## config.mk

```make
export PLATFORM = sky130hd
export DESIGN_NAME = uart_regs_with_board_responder
export DESIGN_NICKNAME = d
export VERILOG_FILES = /design/src/rtl/urbr_pkg.sv /design/src/rtl/urbr_ram.sv /design/src/rtl/urbr_rxq.sv /design/src/rtl/urbr_core.sv /design/src/rtl/uart_regs_with_board_responder.sv
export SDC_FILE = /design/constraint.sdc
export NUM_CORES = 1
export LEC_CHECK = 0
export BUFFER_PORTS_ARGS = -buffer_cell sky130_fd_sc_hd__clkbuf_2
export CORE_UTILIZATION = 40
export DETAILED_ROUTE_END_ITERATION = 16
export HOLD_SLACK_MARGIN = 0.15
export MAX_ROUTING_LAYER = met4
export PLACE_DENSITY = 0.66
export SYNTH_ARGS = -nofsm -noshare
export SYNTH_HDL_FRONTEND = slang
export SYNTH_SLANG_ARGS = --single-unit
```

## constraint.sdc

```tcl
create_clock -name clk -period 14.5 [get_ports clk]
set_input_delay 2.175 -clock clk [delete_from_list [all_inputs] [get_ports clk]]
set_output_delay 2.175 -clock clk [all_outputs]
set_load 0.01 [all_outputs]
```

## src/rtl/urbr_pkg.sv

```systemverilog
// ----------------------------------------------------------------------------
// urbr_pkg: shared types and constants for the UART register block
// Beat payloads, opcodes, register offsets, receive queue records and the
// command and status bundles passed between the core and the receive queue.
// ----------------------------------------------------------------------------
`default_nettype none

package urbr_pkg;

	// Item opcodes
	localparam logic [1:0] OP_READ  = 2'd0;
	localparam logic [1:0] OP_WRITE = 2'd1;
	localparam logic [1:0] OP_TICK  = 2'd2;

	// Responder modes
	localparam logic [1:0] MODE_NONE      = 2'd0;
	localparam logic [1:0] MODE_HANDSHAKE = 2'd1;
	localparam logic [1:0] MODE_STREAM    = 2'd2;

	// Configuration register indexes
	localparam logic [0:0] CFG_RESPONDER_MODE = 1'b0;
	localparam logic [0:0] CFG_REFILL_PERIOD  = 1'b1;

	// Register byte offsets (two-byte stride)
	localparam logic [11:0] ADDR_RBR = 12'h000;
	localparam logic [11:0] ADDR_IER = 12'h002;
	localparam logic [11:0] ADDR_IIR = 12'h004;
	localparam logic [11:0] ADDR_LCR = 12'h006;
	localparam logic [11:0] ADDR_MCR = 12'h008;
	localparam logic [11:0] ADDR_LSR = 12'h00A;
	localparam logic [11:0] ADDR_MSR = 12'h00C;
	localparam logic [11:0] ADDR_SCR = 12'h00E;

	localparam int unsigned LCR_DLAB_BIT = 7;
	localparam logic [15:0] IIR_VALUE    = 16'h0001;
	localparam logic [15:0] LSR_BASE     = 16'h0060;
	localparam logic [15:0] PERIOD_RESET = 16'd240;

	// Handshake byte patterns and status codes
	localparam logic [7:0] HS_RESET_HI  = 8'h20;
	localparam logic [7:0] HS_RESET_LO  = 8'h00;
	localparam logic [7:0] HS_PROBE     = 8'h1f;
	localparam logic [7:0] HS_CALIB_HI  = 8'h14;
	localparam logic [7:0] HS_CALIB_LO  = 8'h1a;
	localparam logic [7:0] HS_DONE_HI   = 8'h11;
	localparam logic [7:0] HS_DONE_LO   = 8'h03;
	localparam logic [7:0] STAT_OK      = 8'h00;
	localparam logic [7:0] STAT_READY   = 8'h01;
	localparam logic [7:0] STAT_BUSY    = 8'h80;
	localparam logic [2:0] CALIB_MAX    = 3'd5;
	localparam logic [2:0] CALIB_LIMIT  = 3'd4;

	// Status streamer bytes
	localparam logic [7:0] STREAM_B0 = 8'h43;
	localparam logic [7:0] STREAM_B1 = 8'h30;
	localparam logic [7:0] STREAM_B2 = 8'h31;

	typedef struct packed {
		logic [1:0]  opcode;
		logic [11:0] reg_addr;
		logic [15:0] write_data;
		logic [15:0] tick_cycles;
	} in_t;

	typedef struct packed {
		logic [15:0] read_data;
		logic        irq_pulse;
	} out_t;

	// One queue record stands for the bytes of one push
	typedef enum logic [1:0] {
		REC_PAIR,
		REC_SINGLE,
		REC_TRIPLE
	} rec_kind_t;

	typedef struct packed {
		rec_kind_t   kind;
		logic [7:0]  status;
	} rec_t;

	typedef struct packed {
		logic       clear;
		logic       pop;
		logic       push_hs;
		logic       push_stream;
		logic [7:0] status;
	} rxq_cmd_t;

	typedef struct packed {
		logic       empty;
		logic [7:0] head_byte;
	} rxq_stat_t;

endpackage

`default_nettype wire

```

## src/rtl/urbr_ram.sv

```systemverilog
// ----------------------------------------------------------------------------
// urbr_ram: generic single-write, single-read RAM
// One write port and one read port; read data is registered and returns the
// contents from before a write to the same address in the same cycle.
// ----------------------------------------------------------------------------
`default_nettype none

module urbr_ram #(
	parameter int unsigned WIDTH = 8,
	parameter int unsigned DEPTH = 16,
	localparam int unsigned AW = (DEPTH > 1) ? $clog2(DEPTH) : 1
) (
	input  wire logic             clk,
	input  wire logic             we,
	input  wire logic [AW-1:0]    waddr,
	input  wire logic [WIDTH-1:0] wdata,
	input  wire logic [AW-1:0]    raddr,
	output logic      [WIDTH-1:0] rdata
);

	logic [WIDTH-1:0] mem [DEPTH];

	always_ff @(posedge clk) begin
		if (we) begin
			mem[waddr] <= wdata;
		end
		rdata <= mem[raddr];
	end

endmodule

`default_nettype wire

```

## src/rtl/urbr_rxq.sv

```systemverilog
// ----------------------------------------------------------------------------
// urbr_rxq: receive queue
// Byte queue held as records in a RAM, one record per push, with a byte
// offset into the head record so that pops drain one byte at a time.
// ----------------------------------------------------------------------------
`default_nettype none

module urbr_rxq #(
	parameter int unsigned DEPTH = 16
) (
	input  wire logic                 clk,
	input  wire logic                 arst_n,
	input  wire urbr_pkg::rxq_cmd_t   cmd,
	output urbr_pkg::rxq_stat_t       stat
);

	localparam int unsigned AW = (DEPTH > 1) ? $clog2(DEPTH) : 1;
	localparam int unsigned CW = $clog2(DEPTH + 1);
	localparam int unsigned RW = $bits(urbr_pkg::rec_t);

	logic [AW-1:0] rd_ptr_q, rd_ptr_d;
	logic [AW-1:0] wr_ptr_q, wr_ptr_d;
	logic [CW-1:0] cnt_q, cnt_d;
	logic [1:0]    off_q, off_d;
	logic [1:0]    head_len;
	logic          we;
	urbr_pkg::rec_t wrec;
	urbr_pkg::rec_t head_rec;
	urbr_pkg::rec_t byp_rec_q;
	logic          byp_q;
	logic [RW-1:0] ram_rdata;

	function automatic logic [AW-1:0] ptr_inc(input logic [AW-1:0] p);
		return (p == AW'(DEPTH - 1)) ? '0 : p + 1'b1;
	endfunction

	urbr_ram #(
		.WIDTH(RW),
		.DEPTH(DEPTH)
	) u_ram (
		.clk  (clk),
		.we   (we),
		.waddr(wr_ptr_q),
		.wdata(wrec),
		.raddr(rd_ptr_d),
		.rdata(ram_rdata)
	);

	// The RAM is read at the next head address every cycle; a record written
	// to that address in the same cycle is taken from the bypass register.
	assign head_rec = byp_q ? byp_rec_q : urbr_pkg::rec_t'(ram_rdata);

	always_comb begin
		case (head_rec.kind)
			urbr_pkg::REC_PAIR:   head_len = 2'd2;
			urbr_pkg::REC_TRIPLE: head_len = 2'd3;
			default:              head_len = 2'd1;
		endcase
	end

	always_comb begin
		stat.empty = (cnt_q == '0);
		case (head_rec.kind)
			urbr_pkg::REC_PAIR: begin
				stat.head_byte = (off_q == 2'd0) ? head_rec.status : urbr_pkg::STAT_OK;
			end
			urbr_pkg::REC_TRIPLE: begin
				case (off_q)
					2'd0:    stat.head_byte = urbr_pkg::STREAM_B0;
					2'd1:    stat.head_byte = urbr_pkg::STREAM_B1;
					default: stat.head_byte = urbr_pkg::STREAM_B2;
				endcase
			end
			default: stat.head_byte = head_rec.status;
		endcase
	end

	always_comb begin
		rd_ptr_d    = rd_ptr_q;
		wr_ptr_d    = wr_ptr_q;
		cnt_d       = cnt_q;
		off_d       = off_q;
		we          = 1'b0;
		wrec.kind   = urbr_pkg::REC_PAIR;
		wrec.status = cmd.status;
		if (cmd.clear) begin
			rd_ptr_d = wr_ptr_q;
			cnt_d    = '0;
			off_d    = 2'd0;
		end else if (cmd.pop && (cnt_q != '0)) begin
			cnt_d = cnt_q - 1'b1;
			if ((off_q + 2'd1) == head_len) begin
				off_d    = 2'd0;
				rd_ptr_d = ptr_inc(rd_ptr_q);
			end else begin
				off_d = off_q + 2'd1;
			end
		end else if (cmd.push_hs && (cnt_q < CW'(DEPTH))) begin
			we       = 1'b1;
			wr_ptr_d = ptr_inc(wr_ptr_q);
			if (cnt_q <= CW'(DEPTH - 2)) begin
				cnt_d = cnt_q + CW'(2);
			end else begin
				// Only the status byte fits; the trailing zero is dropped.
				wrec.kind = urbr_pkg::REC_SINGLE;
				cnt_d     = cnt_q + CW'(1);
			end
		end else if (cmd.push_stream && (cnt_q == '0)) begin
			we        = 1'b1;
			wr_ptr_d  = ptr_inc(wr_ptr_q);
			wrec.kind = urbr_pkg::REC_TRIPLE;
			cnt_d     = CW'(3);
		end
	end

	always_ff @(posedge clk or negedge arst_n) begin
		if (!arst_n) begin
			rd_ptr_q <= '0;
			wr_ptr_q <= '0;
			cnt_q    <= '0;
			off_q    <= 2'd0;
			byp_q    <= 1'b0;
		end else begin
			rd_ptr_q <= rd_ptr_d;
			wr_ptr_q <= wr_ptr_d;
			cnt_q    <= cnt_d;
			off_q    <= off_d;
			byp_q    <= we && (wr_ptr_q == rd_ptr_d);
		end
	end

	always_ff @(posedge clk) begin
		byp_rec_q <= wrec;
	end

`ifndef SYNTHESIS
	a_cnt_bound: assert property (@(posedge clk) disable iff (!arst_n)
		cnt_q <= CW'(DEPTH))
		else $error("receive queue byte count above its depth");

	a_off_in_head: assert property (@(posedge clk) disable iff (!arst_n)
		(cnt_q != '0) |-> (off_q < head_len))
		else $error("receive queue offset outside the head record");
`endif

endmodule

`default_nettype wire

```

## src/rtl/urbr_core.sv

```systemverilog
// ----------------------------------------------------------------------------
// urbr_core: register file and board responders
// Decodes one item against the current register state, forms its result and
// updates the registers, responder state and receive queue when it commits.
// ----------------------------------------------------------------------------
`default_nettype none

module urbr_core #(
	parameter int unsigned DEPTH = 16
) (
	input  wire logic           clk,
	input  wire logic           arst_n,
	input  wire logic           step,
	input  wire urbr_pkg::in_t  item,
	input  wire logic           cfg_wr_en,
	input  wire logic [0:0]     cfg_index,
	input  wire logic [15:0]    cfg_wdata,
	output urbr_pkg::out_t      res
);

	logic [1:0]  mode_q;
	logic [15:0] period_q;
	logic [15:0] ier_q, ier_d;
	logic [15:0] lcr_q, lcr_d;
	logic [15:0] mcr_q, mcr_d;
	logic [15:0] scr_q, scr_d;
	logic [15:0] dll_q, dll_d;
	logic [15:0] dlh_q, dlh_d;
	logic        parity_q, parity_d;
	logic [7:0]  prev_q, prev_d;
	logic [2:0]  calib_q, calib_d;
	logic        done_q, done_d;
	logic [16:0] acc_q, acc_d;
	logic [16:0] acc_sum;
	logic        dlab;
	logic [7:0]  cur;
	urbr_pkg::rxq_cmd_t  cmd, cmd_g;
	urbr_pkg::rxq_stat_t qstat;

	assign dlab    = lcr_q[urbr_pkg::LCR_DLAB_BIT];
	assign cur     = item.write_data[7:0];
	assign acc_sum = acc_q + {1'b0, item.tick_cycles};
	assign cmd_g   = step ? cmd : '0;

	urbr_rxq #(
		.DEPTH(DEPTH)
	) u_rxq (
		.clk   (clk),
		.arst_n(arst_n),
		.cmd   (cmd_g),
		.stat  (qstat)
	);

	always_comb begin
		res      = '0;
		cmd      = '0;
		ier_d    = ier_q;
		lcr_d    = lcr_q;
		mcr_d    = mcr_q;
		scr_d    = scr_q;
		dll_d    = dll_q;
		dlh_d    = dlh_q;
		parity_d = parity_q;
		prev_d   = prev_q;
		calib_d  = calib_q;
		done_d   = done_q;
		acc_d    = acc_q;
		case (item.opcode)
			urbr_pkg::OP_READ: begin
				case (item.reg_addr)
					urbr_pkg::ADDR_RBR: begin
						if (dlab) begin
							res.read_data = dll_q;
						end else begin
							cmd.pop       = 1'b1;
							res.read_data = qstat.empty ? 16'h0000 : {8'h00, qstat.head_byte};
						end
					end
					urbr_pkg::ADDR_IER: res.read_data = dlab ? dlh_q : ier_q;
					urbr_pkg::ADDR_IIR: res.read_data = urbr_pkg::IIR_VALUE;
					urbr_pkg::ADDR_LCR: res.read_data = lcr_q;
					urbr_pkg::ADDR_MCR: res.read_data = mcr_q;
					urbr_pkg::ADDR_LSR: res.read_data = urbr_pkg::LSR_BASE | {15'h0000, !qstat.empty};
					urbr_pkg::ADDR_SCR: res.read_data = scr_q;
					default:            res.read_data = 16'h0000;
				endcase
			end
			urbr_pkg::OP_WRITE: begin
				case (item.reg_addr)
					urbr_pkg::ADDR_RBR: begin
						if (dlab) begin
							dll_d = item.write_data;
						end else if (mode_q == urbr_pkg::MODE_HANDSHAKE) begin
							if (!parity_q) begin
								parity_d = 1'b1;
								prev_d   = cur;
							end else begin
								parity_d   = 1'b0;
								cmd.status = urbr_pkg::STAT_OK;
								if (prev_q == urbr_pkg::HS_RESET_HI && cur == urbr_pkg::HS_RESET_LO) begin
									done_d  = 1'b0;
									calib_d = 3'd0;
								end
								if (!done_d) begin
									if (prev_q == urbr_pkg::HS_RESET_HI || prev_q == urbr_pkg::HS_PROBE) begin
										cmd.status = urbr_pkg::STAT_READY;
									end else if (prev_q == urbr_pkg::HS_CALIB_HI &&
											cur == urbr_pkg::HS_CALIB_LO) begin
										if (calib_d < urbr_pkg::CALIB_MAX) begin
											calib_d = calib_d + 3'd1;
										end
										cmd.status = (calib_d > urbr_pkg::CALIB_LIMIT) ?
											urbr_pkg::STAT_OK : urbr_pkg::STAT_BUSY;
									end
									if (prev_q == urbr_pkg::HS_DONE_HI && cur == urbr_pkg::HS_DONE_LO) begin
										done_d = 1'b1;
									end
								end
								cmd.push_hs   = 1'b1;
								prev_d        = cur;
								res.irq_pulse = 1'b1;
							end
						end
					end
					urbr_pkg::ADDR_IER: begin
						if (dlab) begin
							dlh_d = item.write_data;
						end else begin
							ier_d = item.write_data;
						end
					end
					urbr_pkg::ADDR_LCR: lcr_d = item.write_data;
					urbr_pkg::ADDR_MCR: mcr_d = item.write_data;
					urbr_pkg::ADDR_SCR: scr_d = item.write_data;
					default: begin
					end
				endcase
			end
			urbr_pkg::OP_TICK: begin
				if (mode_q == urbr_pkg::MODE_HANDSHAKE) begin
					// Queue left intact
				end else if (mode_q != urbr_pkg::MODE_STREAM) begin
					cmd.clear = 1'b1;
				end else if (ier_q[0]) begin
					if (acc_sum >= {1'b0, period_q}) begin
						acc_d           = '0;
						cmd.push_stream = 1'b1;
						res.irq_pulse   = 1'b1;
					end else begin
						acc_d = acc_sum;
					end
				end
			end
			default: begin
			end
		endcase
	end

	always_ff @(posedge clk or negedge arst_n) begin
		if (!arst_n) begin
			mode_q   <= urbr_pkg::MODE_NONE;
			period_q <= urbr_pkg::PERIOD_RESET;
		end else if (cfg_wr_en) begin
			case (cfg_index)
				urbr_pkg::CFG_RESPONDER_MODE: mode_q   <= cfg_wdata[1:0];
				urbr_pkg::CFG_REFILL_PERIOD:  period_q <= cfg_wdata;
				default: begin
				end
			endcase
		end
	end

	always_ff @(posedge clk or negedge arst_n) begin
		if (!arst_n) begin
			ier_q    <= '0;
			lcr_q    <= '0;
			mcr_q    <= '0;
			scr_q    <= '0;
			dll_q    <= '0;
			dlh_q    <= '0;
			parity_q <= 1'b0;
			prev_q   <= '0;
			calib_q  <= '0;
			done_q   <= 1'b0;
			acc_q    <= '0;
		end else if (step) begin
			ier_q    <= ier_d;
			lcr_q    <= lcr_d;
			mcr_q    <= mcr_d;
			scr_q    <= scr_d;
			dll_q    <= dll_d;
			dlh_q    <= dlh_d;
			parity_q <= parity_d;
			prev_q   <= prev_d;
			calib_q  <= calib_d;
			done_q   <= done_d;
			acc_q    <= acc_d;
		end
	end

`ifndef SYNTHESIS
	a_calib_sat: assert property (@(posedge clk) disable iff (!arst_n)
		calib_q <= urbr_pkg::CALIB_MAX)
		else $error("calibration count passed its saturation value");

	a_irq_source: assert property (@(posedge clk) disable iff (!arst_n)
		(step && res.irq_pulse) |->
		(item.opcode == urbr_pkg::OP_WRITE || item.opcode == urbr_pkg::OP_TICK))
		else $error("interrupt raised by an item that cannot raise one");

	a_hs_tick_quiet: assert property (@(posedge clk) disable iff (!arst_n)
		(step && item.opcode == urbr_pkg::OP_TICK && mode_q == urbr_pkg::MODE_HANDSHAKE)
		|-> (cmd_g == '0))
		else $error("tick in handshake mode touched the receive queue");
`endif

endmodule

`default_nettype wire

```

## src/rtl/uart_regs_with_board_responder.sv

```systemverilog
// ----------------------------------------------------------------------------
// uart_regs_with_board_responder: 16550-style register subset with responders
// A beat held in the input register has its result captured in the output
// register when it commits. Throughput: one beat per cycle while the output
// is not stalled, set by the single decode-and-update step between the registers.
// Reset: arst_n clears registers, responder state and the receive queue.
// ----------------------------------------------------------------------------
`default_nettype none

module uart_regs_with_board_responder #(
	parameter int unsigned FIFO_DEPTH = 16
) (
	input  wire logic            clk,
	input  wire logic            arst_n,
	input  wire logic            in_valid,
	output logic                 in_ready,
	input  wire urbr_pkg::in_t   in_data,
	output logic                 out_valid,
	input  wire logic            out_ready,
	output urbr_pkg::out_t       out_data,
	input  wire logic            cfg_wr_en,
	input  wire logic [0:0]      cfg_index,
	input  wire logic [15:0]     cfg_wdata
);

	// Stage 1 holds the accepted beat; its result is computed combinationally
	// from the register state and captured in stage 2, the output register.
	logic           valid_s1;
	urbr_pkg::in_t  item_s1;
	logic           valid_s2;
	urbr_pkg::out_t res_s2;
	urbr_pkg::out_t res;
	logic           adv;
	logic           step;

	// Stage 2 can load when it is empty or its beat leaves this cycle. The
	// input side accepts whenever stage 1 is empty or drains at the same edge,
	// so beats stream one per cycle; a result held at the output stops stage 1,
	// and once stage 1 is also full the input stalls.
	assign adv      = !valid_s2 || out_ready;
	assign step     = valid_s1 && adv;
	assign in_ready = !valid_s1 || adv;

	assign out_valid = valid_s2;
	assign out_data  = res_s2;

	// Register, responder and queue state advances only when a beat commits (step),
	// so every beat sees the state left by the one before it; config loads on cfg_wr_en.
	urbr_core #(
		.DEPTH(FIFO_DEPTH)
	) u_core (
		.clk      (clk),
		.arst_n   (arst_n),
		.step     (step),
		.item     (item_s1),
		.cfg_wr_en(cfg_wr_en),
		.cfg_index(cfg_index),
		.cfg_wdata(cfg_wdata),
		.res      (res)
	);

	always_ff @(posedge clk or negedge arst_n) begin
		if (!arst_n) begin
			valid_s1 <= 1'b0;
			valid_s2 <= 1'b0;
		end else begin
			if (in_ready) begin
				valid_s1 <= in_valid;
			end
			if (adv) begin
				valid_s2 <= valid_s1;
			end
		end
	end

	// Payload registers carry no reset; the valid flags qualify them.
	always_ff @(posedge clk) begin
		if (in_valid && in_ready) begin
			item_s1 <= in_data;
		end
		if (step) begin
			res_s2 <= res;
		end
	end

`ifndef SYNTHESIS
	a_commit_fills_out: assert property (@(posedge clk) disable iff (!arst_n)
		step |=> valid_s2)
		else $error("committed beat did not reach the output register");

	a_no_accept_when_blocked: assert property (@(posedge clk) disable iff (!arst_n)
		(valid_s1 && valid_s2 && !out_ready) |-> !in_ready)
		else $error("input accepted while both stages were blocked");
`endif

endmodule

`default_nettype wire
```

# Word-level counts from Yosys, hierarchy flattened
# Memory sizes are Yosys's and may differ from the RTL's. A register that Yosys moved wholly into a read port is not among the register bits.
# Cells that the tools add are included.
dict set report op_classes {
  n_bitwise 6
  reduce_logical 37
  order_cmp 5
  add_sub_neg 8
  muxes 90
  n_eq_ne 22
}
# operator count
set ops {}
lappend ops {{$pmux W16 S7} 1}
lappend ops {{$mux W8} 11}
lappend ops {{$mux W3} 18}
lappend ops {{$eq A12 B4 Y1 const B} 3}
lappend ops {{$eq A8 B5 Y1 const B} 4}
lappend ops {{$mux W1} 32}
lappend ops {{$mux W16} 2}
lappend ops {{$mux W4} 7}
lappend ops {{$mux W5} 5}
lappend ops {{$eq A12 B3 Y1 const B} 2}
lappend ops {{$add A17 B16 Y17} 1}
lappend ops {{$ge A17 B16 Y1} 1}
lappend ops {{$mux W17} 1}
lappend ops {{$pmux W8 S2} 1}
lappend ops {{$mux W2} 7}
lappend ops {{$pmux W7 S2} 1}
lappend ops {{$eq A12 B2 Y1 const B} 1}
lappend ops {{$logic_not A12 Y1} 1}
lappend ops {{$mux W12} 1}
lappend ops {{$reduce_and A3 Y1} 4}
lappend ops {{$reduce_and A4 Y1} 3}
lappend ops {{$mux W10} 1}
lappend ops {{$reduce_and A5 Y1} 2}
lappend ops {{$logic_and A1 B1 Y1} 9}
lappend ops {{31 further kinds} 49}
dict set report word_totals {
  ramBits 160
  ff_bits 235
  out_inout_bits 19
  memories 1
}
# memory words word_bits read_ports rd_clocked_by_memory_dff wr line_no
set memory_table {}
lappend memory_table {u_core.u_rxq.u_ram.mem 16 10 1 1 1 urbr_ram.sv:21} ;# logic [WIDTH-1:0] mem [DEPTH];

# Longest topological paths before layout
dict set report depth {
  depth_word 36
  mapped_depth 22
}

# Modules after synthesis
# From an unflattened synthesis, not the netlist that was laid out.
dict set report unflattened {
  cells_unflattened 1230
  area_unflattened_um2 17788.3
}
# mod area_each_um2 cells_per_inst n_inst seq_area_each_um2
set by_module_without_submodules {}
lappend by_module_without_submodules {urbr_core 7811.2 702 1 3608.5}
lappend by_module_without_submodules {urbr_ram 6353.6 279 1 5004.8}
lappend by_module_without_submodules {uart_regs_with_board_responder 1995.7 71 1 1941.9}
lappend by_module_without_submodules {urbr_rxq 1627.8 178 1 600.6}

# Worst setup path after synthesis
# OpenSTA, ideal clock, no wires.
dict set report synth_path {
  kind {input to register}
  startpoint {input out_ready}
  endpoint {register u_core.u_rxq.u_ram.rdata[0], read port of u_core.u_rxq.u_ram.mem}
  path_stages 12
  required_ps 14363
  arrival_ps 4864
  setup_slack_ps 9499
  cell_sequence {nand2b_1 > nand2_1 > clkinv_1 > and4_4 > and2_1 > buf_6 > mux2i_2 > a21oi_4 > buf_8 > mux4_2 > mux2i_1 > mux2i_1}
}
dict set report synth_via {
  elab_chain_len 6
}
# item line_no
set synth_lines {}
lappend synth_lines {{from (decl)} uart_regs_with_board_responder.sv:19} ;# input wire logic out_ready,
lappend synth_lines {{$logic_or A1 B1 Y1 *} uart_regs_with_board_responder.sv:40} ;# assign adv = !valid_s2 || out_ready;
lappend synth_lines {{$logic_and A1 B1 Y1 *} uart_regs_with_board_responder.sv:41} ;# assign step = valid_s1 && adv;
lappend synth_lines {{via step} uart_regs_with_board_responder.sv:34} ;# logic step;
lappend synth_lines {{$mux W12 *} urbr_core.sv:43} ;# assign cmd_g = step ? cmd : '0;
lappend synth_lines {{$logic_and A1 B1 Y1} urbr_rxq.sv:90} ;# end else if (cmd.pop && (cnt_q != '0)) begin
lappend synth_lines {{$mux W4} urbr_rxq.sv:90}
lappend synth_lines {{$mux W4 *} urbr_rxq.sv:86} ;# if (cmd.clear) begin
lappend synth_lines {{via u_core.u_rxq.rd_ptr_d[0]} urbr_rxq.sv:21} ;# logic [AW-1:0] rd_ptr_q, rd_ptr_d;
lappend synth_lines {{to (decl)} urbr_ram.sv:18} ;# output logic [WIDTH-1:0] rdata
# Mark *: on every way through the listed nets, which the timed path passes. The rest lies on a longest branch.
# A chain may end at the register's enable or synchronous reset.

# Worst setup path after layout
dict set report layout_path {
  startpoint {register u_core.acc_q[0]}
  endpoint {memory u_core.u_rxq.u_ram.mem[1][9] (netlist name), enable pin}
}
dict set report layout_via {
  elab_chain_len 15
}
# item line_no
set layout_lines {}
lappend layout_lines {{from (decl)} urbr_core.sv:33} ;# logic [16:0] acc_q, acc_d;
lappend layout_lines {{from (signal assigned)} urbr_core.sv:185} ;# acc_q <= '0;
lappend layout_lines {{from (signal assigned)} urbr_core.sv:197} ;# acc_q <= acc_d;
lappend layout_lines {{$add A17 B16 Y17} urbr_core.sv:42} ;# assign acc_sum = acc_q + {1'b0, item.tick_cycles};
lappend layout_lines {{$ge A17 B16 Y1} urbr_core.sv:145} ;# if (acc_sum >= {1'b0, period_q}) begin
lappend layout_lines {{$mux W1} urbr_core.sv:145}
lappend layout_lines {{$mux W1} urbr_core.sv:144} ;# end else if (ier_q[0]) begin
lappend layout_lines {{$mux W1} urbr_core.sv:142} ;# end else if (mode_q != urbr_pkg::MODE_STREAM) begin
lappend layout_lines {{$mux W1} urbr_core.sv:140} ;# if (mode_q == urbr_pkg::MODE_HANDSHAKE) begin
lappend layout_lines {{$mux W1} urbr_core.sv:68} ;# case (item.opcode)
lappend layout_lines {{$mux W12} urbr_core.sv:43}
lappend layout_lines {{$logic_and A1 B1 Y1} urbr_rxq.sv:108} ;# end else if (cmd.push_stream && (cnt_q == '0)) begin
lappend layout_lines {{$mux W1} urbr_rxq.sv:108}
lappend layout_lines {{$mux W1} urbr_rxq.sv:98} ;# end else if (cmd.push_hs && (cnt_q < CW'(DEPTH))) begin
lappend layout_lines {{$mux W1} urbr_rxq.sv:90}
lappend layout_lines {{$mux W1} urbr_rxq.sv:86}
lappend layout_lines {{$mux W1} urbr_ram.sv:24} ;# if (we) begin
lappend layout_lines {{$mux W1 (not written as such)} urbr_ram.sv:25} ;# mem[waddr] <= wdata;
lappend layout_lines {{to (decl)} urbr_ram.sv:21}
# Every way passes these cells.

==> flow_summary.json <==
{
  "synth_flop_cell": "dfrtp_1",
  "grt_pass1_vias": 8794,
  "rows": 67,
  "final_core_util_pct": 47.2,
  "path_class": "reg -> reg",
  "drt_iter0_markers": 579,
  "cts_resized": 0,
  "cts_buffers": 34,
  "setup_tns_ns": 0,
  "vias": 8716,
  "period_share_pct": 37.9,
  "fill_cells": 3004,
  "grt_max_degree": 93,
  "worst_hold_path_type": "reg -> reg",
  "met1_length_um": 14500,
  "required_ns": 14.70,
  "layout_common_cells": "dfrtp_1 (158), edfxtp_1 (127), mux2_2 (121)",
  "ant_nets": 0,
  "start_kind": "register",
  "numPortBuffers": 86,
  "drc_errors": 0,
  "die_w_um": 187,
  "stdcell_area_um2": 15900,
  "antenna_found_initial": 0,
  "place_inst": 1551,
  "synth-async-reset-ratio_pct": 54.5,
  "setup.worst_path.end_class": "register",
  "worstPathMaxFanout": 15,
  "antenna-diode-count": 0,
  "maxSlewHeadroom_pct": 23.5,
  "initial_core_util_pct": 40.8,
  "setup_viol": 0,
  "layoutNonFillerInstCount": 1612,
  "cts_hold_buf": 0,
  "power_mw": 1.98,
  "wirelength_um": 30700,
  "post-cts-setup-buffer-count": 0,
  "gr-total-overflow": 0,
  "place_congestion": 0.856,
  "worstSkewPairLatency_ns": 0.52,
  "wire_per_inst_um": 19.1,
  "postSynthAreaPerCell_um2": 13.2,
  "drtPass1Iterations": 5,
  "synthCells": 1040,
  "top_layer": "met4",
  "yosys.cell_types.count": 75,
  "max_freq_mhz": 182,
  "seq_area_frac_synth_pct": 58.5,
  "worstPathArrival_ns": 5.70,
  "wl_met2_um": 14300,
  "clk_pin_slew_worst_paths_ns": 0.06,
  "vias_per_cell": 5.41,
  "drive_above_1_share_pct": 26.5,
  "slew_viol_final": 0,
  "vdd_ir_drop_max_v": 0.0000814,
  "tightest_slew_ns": 1.14,
  "placed_cell_area_um2": 14700,
  "area_growth_pct": 15.6,
  "cts_max_level": 2,
  "rsz0062_at_grt": "false",
  "synth_edf_count": 127,
  "grt_pass1_wl_um": 48400,
  "p_leak_nw": 6.81,
  "die-area_um2": 35100,
  "ios": 87,
  "fp.dieH_um": 187,
  "hold_viol_final": 0,
  "synth-seq-cells": 297,
  "syn_area_um2": 13700,
  "max_cap_viol_count": 0,
  "synth_warnings": 0,
  "clockBufferDepth": 3,
  "hpwl_um": 20000,
  "track_usage_pct": 18.0,
  "skew_ns": 0.0204,
  "final_nets": 1259,
  "core_um2": 33700,
  "p_per_area_nw_per_um2": 125,
  "synth_fp_nets": 1160,
  "met3_length_um": 1340,
  "run_status": "finished, final reports clean",
  "cts_tree": "built",
  "clkSinkCount": 297,
  "cts_root_buf": "clkbuf_16",
  "mostFrequentLayoutCell": "dfrtp_1",
  "post-route-min-period_ns": 5.50
}
-- worst paths after layout --
| check | startpoint | to | slack (ns) | cells past startpoint |
|---|---|---|---|---|
| min in group asynchronous | arst_n | u_core.ier_q[11] | 1.74 | 1 |
| worst max-delay path | u_core.acc_q[0] | u_core.u_rxq.u_ram.mem[1][9] | 9.00 | 21 |
| worst min-delay path | u_core.acc_q[3] | u_core.acc_q[3] | 0.47 | 2 |
| worst min register to register | u_core.acc_q[3] | u_core.acc_q[3] | 0.47 | 2 |
| worst max register to register | u_core.acc_q[0] | u_core.u_rxq.u_ram.mem[1][9] | 9.00 | 21 |
| max in group asynchronous | arst_n | u_core.acc_q[14] | 11.31 | 2 |
-- metal layers --
| metal | track usage, % | vias to the layer above |
|---|---|---|
| met5 | - | - |
| met2 | 28.2 | 246 |
| met3 | 2.65 | 49 |
| met1 | 24.4 | 4370 |
| met4 | 5.14 | 0 |
| li1 | - | 4051 |
-- power breakdown --
group / switching (mW) / internal, mW
clock: 0.343 / 0.535
combinational: 0.0980 / 0.0738
sequential: 0.0246 / 0.906
total: 0.466 / 1.51
-- sequential cells by signal, summed over array words and instances (netlist names), 4 cells and up --
register and count:
u_core.u_rxq.wr_ptr_q 4, u_core.u_rxq.u_ram.rdata 4, u_core.u_rxq.rd_ptr_q 4, u_core.u_rxq.byp_rec_q 4
u_core.acc_q 17, u_core.u_rxq.cnt_q 5, u_core.lcr_q 16, item_s1 46
out_data 17, u_core.scr_q 16, u_core.ier_q 16, u_core.dll_q 16
u_core.mcr_q 16, u_core.dlh_q 16, u_core.period_q 16, u_core.u_rxq.u_ram.mem 64
u_core.prev_q 8
-- cells by family after synthesis --
family	after synthesis	synth area share [%]
compound gates	166	8.09
fa+ha+maj	52	4.79
xor+xnor	20	1.27
buf+inv	85	2.51
simple gates	242	9.04
flops	297	58.5
mux	178	15.8
-- critical path, cell delays in order (launching register included) --
cell       delay, ns
dfrtp_1         0.35
ha_1            0.17
inv_1           0.06
fa_1            0.43
nor2b_1         0.12
o21ai_0         0.11
a21boi_0        0.47
o21bai_1        0.15
a31oi_1         0.33
o21a_1          0.16
nor2_1          0.05
xnor2_1         0.14
ha_1            0.33
nand3_1         0.09
a21boi_0        0.20
o21a_1          0.14
o2111ai_1       0.13
a21oi_1         0.18
a211o_1         0.15
o2111ai_1       0.32
a21oi_2         0.71
and4_1          0.40
-- through the flow --
step | hold WS [ns] | setup slack, ns
2_1_floorplan | 0.443 | 9.50
4_1_cts | 0.481 | 8.94
6_report | 0.474 | 9.00
3_5_place_dp | 0.463 | 8.48
3_3_place_gp | 0.453 | 8.59
5_1_grt | 0.489 | 8.53
-- cell usage after synthesis, types with 14 or more instances --
library cell,number,area (µm²)
o21ai_0,23,115
edfxtp_1,127,3810
nor2_1,68,255
xnor2_1,16,140
mux2_2,121,1360
mux2i_1,31,310
and4_1,14,123
nand3_1,24,120
nand2_1,60,225
dfrtp_1,158,3950
a21oi_1,51,255
clkbuf_1,27,101
inv_1,46,173
ha_1,51,638
-- cell type report --
cell class	instances	area, µm²	share of cell area, %
well taps	448	561	3.53
clock inverters	12	143	0.898
flip-flops and latches	297	8030	50.6
clock buffers	49	1030	6.48
repair buffers	101	549	3.46
multi-input cells	658	5400	34.0
inverters	47	176	1.11
(Power assumes the default switching activity.)
